### config.mk
export PLATFORM = sky130hd
export DESIGN_NAME = rhh_ctrl
export DESIGN_NICKNAME = d
export VERILOG_FILES = /design/src/rhh_pkg.sv /design/src/rhh_ctrl.sv
export SDC_FILE = /design/constraint.sdc
export NUM_CORES = 1
export LEC_CHECK = 0
export ABC_AREA = 1
export BUFFER_PORTS_ARGS = -buffer_cell sky130_fd_sc_hd__buf_2
export CORE_UTILIZATION = 40
export CTS_CLUSTER_SIZE = 12
export DETAILED_ROUTE_END_ITERATION = 8
export PLACE_DENSITY_LB_ADDON = 0.1
export SYNTH_ARGS = -nofsm -noshare
export SYNTH_HDL_FRONTEND = slang
export SYNTH_SLANG_ARGS = --single-unit
export TNS_END_PERCENT = 5
### constraint.sdc
create_clock -name clk -period 1.8 [get_ports clk]
set_clock_uncertainty 0.1 [all_clocks]
set_input_delay 0.27 -clock clk [delete_from_list [all_inputs] [get_ports clk]]
set_output_delay 0.27 -clock clk [all_outputs]
set_load 0.01 [all_outputs]
### src/rhh_pkg.sv
package rhh_pkg;

    localparam int RHH_SLOTS  = 1024;
    localparam int RHH_IDX_W  = $clog2(RHH_SLOTS);
    localparam int RHH_CNT_W  = 11;
    localparam int RHH_MAX_W  = 10;
    localparam int RHH_ADDR_W = 3;

    localparam logic [RHH_MAX_W-1:0] RHH_MAX_RESET = 10'd768;

    localparam logic [63:0] RHH_MIX_C1 = 64'hbf58476d1ce4e5b9;
    localparam logic [63:0] RHH_MIX_C2 = 64'h94d049bb133111eb;
    localparam logic [63:0] RHH_HASH_ONE = 64'd1;

    localparam logic [2:0] RHH_HASH_MID  = 3'd2;
    localparam logic [2:0] RHH_HASH_LAST = 3'd5;

    localparam logic [RHH_ADDR_W-1:0] RHH_REG_MAX_ENTRIES = 3'd0;

    typedef enum logic [1:0] {
        OP_GET    = 2'd0,
        OP_SET    = 2'd1,
        OP_DEL    = 2'd2,
        OP_GETSET = 2'd3
    } rhh_op_t;

    typedef enum logic [2:0] {
        STS_INSERTED  = 3'd0,
        STS_UPDATED   = 3'd1,
        STS_FOUND     = 3'd2,
        STS_NOT_FOUND = 3'd3,
        STS_FULL      = 3'd4
    } rhh_status_t;

    typedef struct packed {
        rhh_op_t     cmd;
        logic [63:0] key;
        logic [63:0] value;
    } rhh_req_t;

    typedef struct packed {
        rhh_status_t          status;
        logic                 found;
        logic [63:0]          value_res;
        logic [RHH_CNT_W-1:0] entry_count;
    } rhh_rsp_t;

    typedef struct packed {
        logic [63:0] hash;
        logic [63:0] key;
        logic [63:0] value;
    } rhh_entry_t;

    typedef enum logic [3:0] {
        FSM_CLEAR,
        FSM_IDLE,
        FSM_HASH,
        FSM_START,
        FSM_PROBE,
        FSM_PLACE,
        FSM_DEL,
        FSM_RESP
    } rhh_state_t;

    typedef enum logic [1:0] {
        RD_HOME,
        RD_P1,
        RD_P2
    } rhh_rd_sel_t;

    typedef enum logic [1:0] {
        WR_ZERO,
        WR_UPDATE,
        WR_SHIFT,
        WR_CARRY
    } rhh_wr_sel_t;

    typedef enum logic [1:0] {
        IDX_HOLD,
        IDX_HOME,
        IDX_INC
    } rhh_idx_op_t;

    typedef enum logic [1:0] {
        DIST_HOLD,
        DIST_ZERO,
        DIST_INC,
        DIST_SWAP
    } rhh_dist_op_t;

    typedef enum logic [1:0] {
        RV_ZERO,
        RV_SLOT,
        RV_INPUT
    } rhh_rv_sel_t;

    typedef struct packed {
        logic         accept;
        logic         hash_en;
        logic         rd_en;
        rhh_rd_sel_t  rd_sel;
        logic         wr_en;
        rhh_wr_sel_t  wr_sel;
        rhh_idx_op_t  idx_op;
        rhh_dist_op_t dist_op;
        logic         carry_swap;
        logic         res_load;
        rhh_status_t  res_status;
        logic         res_found;
        rhh_rv_sel_t  res_vsel;
        logic         cnt_inc;
        logic         cnt_dec;
        logic         out_load;
    } rhh_cmd_t;

    typedef struct packed {
        rhh_op_t op;
        logic    hash_last;
        logic    hit;
        logic    miss;
        logic    empty;
        logic    poorer;
        logic    del_stop;
        logic    full;
        logic    idx_last;
        logic    out_busy;
    } rhh_stat_t;

endpackage

### src/rhh_ctrl.sv
module rhh_ctrl (
    input  logic              clk,
    input  logic              rst_n,
    input  logic              req_valid,
    output logic              req_ready,
    input  rhh_pkg::rhh_stat_t st,
    output rhh_pkg::rhh_cmd_t  cmd
);

    rhh_pkg::rhh_state_t state_reg;
    rhh_pkg::rhh_state_t state_next;

    always_ff @(posedge clk or negedge rst_n)
    begin
        if (!rst_n)
        begin
            state_reg <= rhh_pkg::FSM_CLEAR;
        end
        else
        begin
            state_reg <= state_next;
        end
    end

    always_comb
    begin
        state_next = state_reg;
        unique case (state_reg)
            rhh_pkg::FSM_CLEAR:
            begin
                if (st.idx_last)
                begin
                    state_next = rhh_pkg::FSM_IDLE;
                end
            end
            rhh_pkg::FSM_IDLE:
            begin
                if (req_valid)
                begin
                    state_next = rhh_pkg::FSM_HASH;
                end
            end
            rhh_pkg::FSM_HASH:
            begin
                if (st.hash_last)
                begin
                    state_next = rhh_pkg::FSM_START;
                end
            end
            rhh_pkg::FSM_START:
            begin
                state_next = rhh_pkg::FSM_PROBE;
            end
            rhh_pkg::FSM_PROBE:
            begin
                if (st.hit)
                begin
                    state_next = (st.op == rhh_pkg::OP_DEL) ? rhh_pkg::FSM_DEL
                                                            : rhh_pkg::FSM_RESP;
                end
                else if (st.miss)
                begin
                    if (st.op == rhh_pkg::OP_GET || st.op == rhh_pkg::OP_DEL || st.full)
                    begin
                        state_next = rhh_pkg::FSM_RESP;
                    end
                    else
                    begin
                        state_next = rhh_pkg::FSM_PLACE;
                    end
                end
            end
            rhh_pkg::FSM_PLACE:
            begin
                if (st.empty)
                begin
                    state_next = rhh_pkg::FSM_RESP;
                end
            end
            rhh_pkg::FSM_DEL:
            begin
                if (st.del_stop)
                begin
                    state_next = rhh_pkg::FSM_RESP;
                end
            end
            rhh_pkg::FSM_RESP:
            begin
                if (!st.out_busy)
                begin
                    state_next = rhh_pkg::FSM_IDLE;
                end
            end
            default:
            begin
                state_next = rhh_pkg::FSM_IDLE;
            end
        endcase
    end

    always_comb
    begin
        cmd            = '0;
        cmd.rd_sel     = rhh_pkg::RD_P1;
        cmd.wr_sel     = rhh_pkg::WR_ZERO;
        cmd.idx_op     = rhh_pkg::IDX_HOLD;
        cmd.dist_op    = rhh_pkg::DIST_HOLD;
        cmd.res_status = rhh_pkg::STS_NOT_FOUND;
        cmd.res_vsel   = rhh_pkg::RV_ZERO;
        req_ready      = 1'b0;
        unique case (state_reg)
            rhh_pkg::FSM_CLEAR:
            begin
                cmd.wr_en  = 1'b1;
                cmd.wr_sel = rhh_pkg::WR_ZERO;
                cmd.idx_op = rhh_pkg::IDX_INC;
            end
            rhh_pkg::FSM_IDLE:
            begin
                req_ready  = 1'b1;
                cmd.accept = req_valid;
            end
            rhh_pkg::FSM_HASH:
            begin
                cmd.hash_en = 1'b1;
            end
            rhh_pkg::FSM_START:
            begin
                cmd.rd_en   = 1'b1;
                cmd.rd_sel  = rhh_pkg::RD_HOME;
                cmd.idx_op  = rhh_pkg::IDX_HOME;
                cmd.dist_op = rhh_pkg::DIST_ZERO;
            end
            rhh_pkg::FSM_PROBE:
            begin
                if (st.hit)
                begin
                    cmd.res_load   = 1'b1;
                    cmd.res_found  = 1'b1;
                    cmd.res_vsel   = rhh_pkg::RV_SLOT;
                    cmd.res_status = (st.op == rhh_pkg::OP_SET) ? rhh_pkg::STS_UPDATED
                                                                : rhh_pkg::STS_FOUND;
                    if (st.op == rhh_pkg::OP_SET)
                    begin
                        cmd.wr_en  = 1'b1;
                        cmd.wr_sel = rhh_pkg::WR_UPDATE;
                    end
                    if (st.op == rhh_pkg::OP_DEL)
                    begin
                        cmd.rd_en  = 1'b1;
                        cmd.rd_sel = rhh_pkg::RD_P1;
                    end
                end
                else if (st.miss)
                begin
                    if (st.op == rhh_pkg::OP_GET || st.op == rhh_pkg::OP_DEL)
                    begin
                        cmd.res_load   = 1'b1;
                        cmd.res_status = rhh_pkg::STS_NOT_FOUND;
                    end
                    else if (st.full)
                    begin
                        cmd.res_load   = 1'b1;
                        cmd.res_status = rhh_pkg::STS_FULL;
                    end
                end
                else
                begin
                    cmd.rd_en   = 1'b1;
                    cmd.rd_sel  = rhh_pkg::RD_P1;
                    cmd.idx_op  = rhh_pkg::IDX_INC;
                    cmd.dist_op = rhh_pkg::DIST_INC;
                end
            end
            rhh_pkg::FSM_PLACE:
            begin
                if (st.empty)
                begin
                    cmd.wr_en      = 1'b1;
                    cmd.wr_sel     = rhh_pkg::WR_CARRY;
                    cmd.cnt_inc    = 1'b1;
                    cmd.res_load   = 1'b1;
                    cmd.res_status = rhh_pkg::STS_INSERTED;
                    cmd.res_vsel   = (st.op == rhh_pkg::OP_GETSET) ? rhh_pkg::RV_INPUT
                                                                   : rhh_pkg::RV_ZERO;
                end
                else
                begin
                    cmd.rd_en   = 1'b1;
                    cmd.rd_sel  = rhh_pkg::RD_P1;
                    cmd.idx_op  = rhh_pkg::IDX_INC;
                    cmd.dist_op = rhh_pkg::DIST_INC;
                    if (st.poorer)
                    begin
                        cmd.wr_en      = 1'b1;
                        cmd.wr_sel     = rhh_pkg::WR_CARRY;
                        cmd.carry_swap = 1'b1;
                        cmd.dist_op    = rhh_pkg::DIST_SWAP;
                    end
                end
            end
            rhh_pkg::FSM_DEL:
            begin
                cmd.wr_en = 1'b1;
                if (st.del_stop)
                begin
                    cmd.wr_sel  = rhh_pkg::WR_ZERO;
                    cmd.cnt_dec = 1'b1;
                end
                else
                begin
                    cmd.wr_sel = rhh_pkg::WR_SHIFT;
                    cmd.idx_op = rhh_pkg::IDX_INC;
                    cmd.rd_en  = 1'b1;
                    cmd.rd_sel = rhh_pkg::RD_P2;
                end
            end
            rhh_pkg::FSM_RESP:
            begin
                cmd.out_load = !st.out_busy;
            end
            default:
            begin
                cmd.accept = 1'b0;
            end
        endcase
    end

endmodule

==> run summary <==
Status: finished with violations
Failing checks: negative setup slack
Mapped Nets: 117
Final critical-path share of the clock period: 101.3%
EDFF count, synth: 0
CTS root buf: clkbuf_4
Antenna Cells: 0
Crit. Startpoint: state_reg[1]
P_leak: 0.5671 nW
Fin crit period: 1824 ps
Worst rel slew slack: 82.38%
Crit-path max FO: 7
Met2 usage: 41.25%
Synth area leaders: nand2_1, dfrtp_1, inv_1, nor2_1, nand3_1
Layout area overhead: 59.68%
Mapped Area: 543.0 um2
First-pass GRT wire length: 2635 um
Ys async rst share: 100.0%
Slew @ Worst Pin: 263.4 ps
Worst-case setup slack after placement: 45.87 ps
GR peak layer: met2
# H-tree levels: 1
CTS Buffer Depth: 2
Largest net degree at the start of global routing: 10
I/O pin count: 38
FMAX: 548.4 MHz
Starting density of the core: 45.78%
Routed len/inst: 10.62 um
DR pass1 iterations: 4
RSZ-0062 raised after global routing: true
Sequential share of the synthesized area: 13.82%
Max cap viols: 0
Top FF cell, synth: dfrtp_1
Initial antenna violation count: 0
GP Congestion: 0.8955
CTS tree: yes
Fin worst setup slack: -23.58 ps
Core Area: 0.001186 mm2
Top cell type's share of synthesized area: 17.28%
Worst Setup End Kind: primary output
Data required time of the worst path: 1430 ps
Peak VDD IR: 834.6 uV
HPWL after DPL: 1305 um
Die span in y: 38.85 um
DR vias: 817
Setup TNS: -23.58 ps
Nature of the critical path startpoint: register
Gr usage total: 24.85%
Syn avg cell area: 5.272 um2
Slew Viols, Final: 0
CP Capture Point: cmd[17]
GRT Residual Overflow: 0
Ratio of cells with drive above 1 in the final layout: 46.98%
Commonest cells in the netlist: nand2_1, inv_1, nor2_1
Worst-case reg-to-reg path depth: 8
CTS Sinks: 3
Nets: 164
Worst reg2reg setup slack: 310 ps
Worst min path class: primary input to async pin
Critical Setup Path Class: register to primary output
Die Width: 38.85 um
Clock-pin slew on the worst setup and hold paths: 40 ps
Post-Syn Instances: 103
Core Util, Final: 73.10%
Routed wire length: 1731 um
Final hold vios: 0
Arrival time worst endpoint: 1450 ps
Synth area leader: nand2_1
Top-count cell post-synth: nand2_1
Met3 GRT Util: 5.780%
Latest clock arrival within the worst-skew pair: 230 ps
Unique masters post-synth: 20
Post-synthesis register bit count: 3
Max reg flops: 3
Power Density: 1673 mW/mm2
Grt met1 use: 33.33%
YS warnings: 0
FF-to-FF Start: state_reg[0]
# rows: 12
Setup violations, final: 1
Number of DRC markers in iteration 0: 22
Capture point of the worst reg-to-reg path: state_reg[1]
Residual DRC: 0
Post-DRT Antenna Nets: 0
TritonCTS buffer count: 3
Port Buffers: 37
Total die area: 0.001509 mm2
Via density: 5.012
Vias in the first global route: 627
Hold_ws: 260.7 ps
==> how the worst min path moves through the flow <==
| stage | start | endpoint | slack (ps) | cells after the start |
|---|---|---|---|---|
| after global routing | rst_n | state_reg[2] | 280 | 2 |
| after CTS | rst_n | state_reg[2] | 250 | 2 |
| after floorplan | rst_n | state_reg[0] | -130 | 0 |
| final | rst_n | state_reg[2] | 260 | 2 |
| after global placement | rst_n | state_reg[2] | -30 | 1 |
| after detailed placement | rst_n | state_reg[2] | -30 | 1 |
==> critical path, cell delays in order (launching register included) <==
cell	delay, ps
dfrtp_2	460
nor2_4	190
nand2_4	100
or2_1	250
nand4_1	90
buf_2	130
==> where the power goes <==
| group | switching, W | internal [W] | leakage [nW] | total (W) |
|---|---|---|---|---|
| logic | 0.000668 | 0.000461 | 0.520 | 0.00113 |
| clock network | 0.0000362 | 0.0000832 | 0.0150 | 0.000119 |
| registers | 0.0000882 | 0.000114 | 0.0324 | 0.000202 |
| total | 0.000793 | 0.000658 | 0.567 | 0.00145 |
==> stage by stage <==
step                total power (W)  cell area (um2)  std cells
finish                     0.001451            867.1        163
global route               0.001596            867.1        163
CTS                        0.001387            842.1        163
detailed placement         0.001119            742.0        154
global placement           0.001112            742.0        154
floorplan                 0.0008260            543.0        103
==> cells by family after synthesis <==
logic type      Yosys count  synth area share (%)
buf+inv                  22                 17.51
flops                     3                 13.82
simple gates             71                 62.21
compound gates            7                 6.451
==> layout by cell type (no fill, tap or decap) <==
cell type      instances
buf_2                 37
nand2_1               24
inv_1                 14
nor2_1                14
nand3_1               11
buf_4                  6
inv_2                  5
nor2_4                 5
nand4_1                4
a21oi_1                3
clkbuf_4               3
dfrtp_2                3
nand2_2                2
nand2_4                2
nor3_2                 2
o21ai_1                2
o21ai_0                2
nand3_4                1
nand3_2                1
clkinv_2               1
or2_1                  1
nor2_2                 1
or2_2                  1
nor3_1                 1
nand3b_1               1
clkbuf_1               1
dlygate4sd3_1          1
==> routing by layer <==
metal / vias up / share of wire, %
li1: 416 / -
met1: 362 / 47
met2: 39 / 47
met3: 0 / 6.1
met4: 0 / 0
met5: - / 0
==> area by class of cell <==
class                      count  area, um2
sequential                     3      78.83
tap                           14      17.52
clock buffer                   4      26.28
fill                         113      319.1
timing repair buffer          44      240.2
multi-input combinational     78      427.9
inverter                      20      76.32
==> what timing repair did <==
action	in CTS	in global routing
gates resized for setup	13	8
endpoints found under the setup margin	12	13
setup buffers	4	0
endpoints found under the hold margin	3	0
hold buffers	1	0
pin swaps	2	2
No activity file was read; power rests on OpenSTA's default activity.
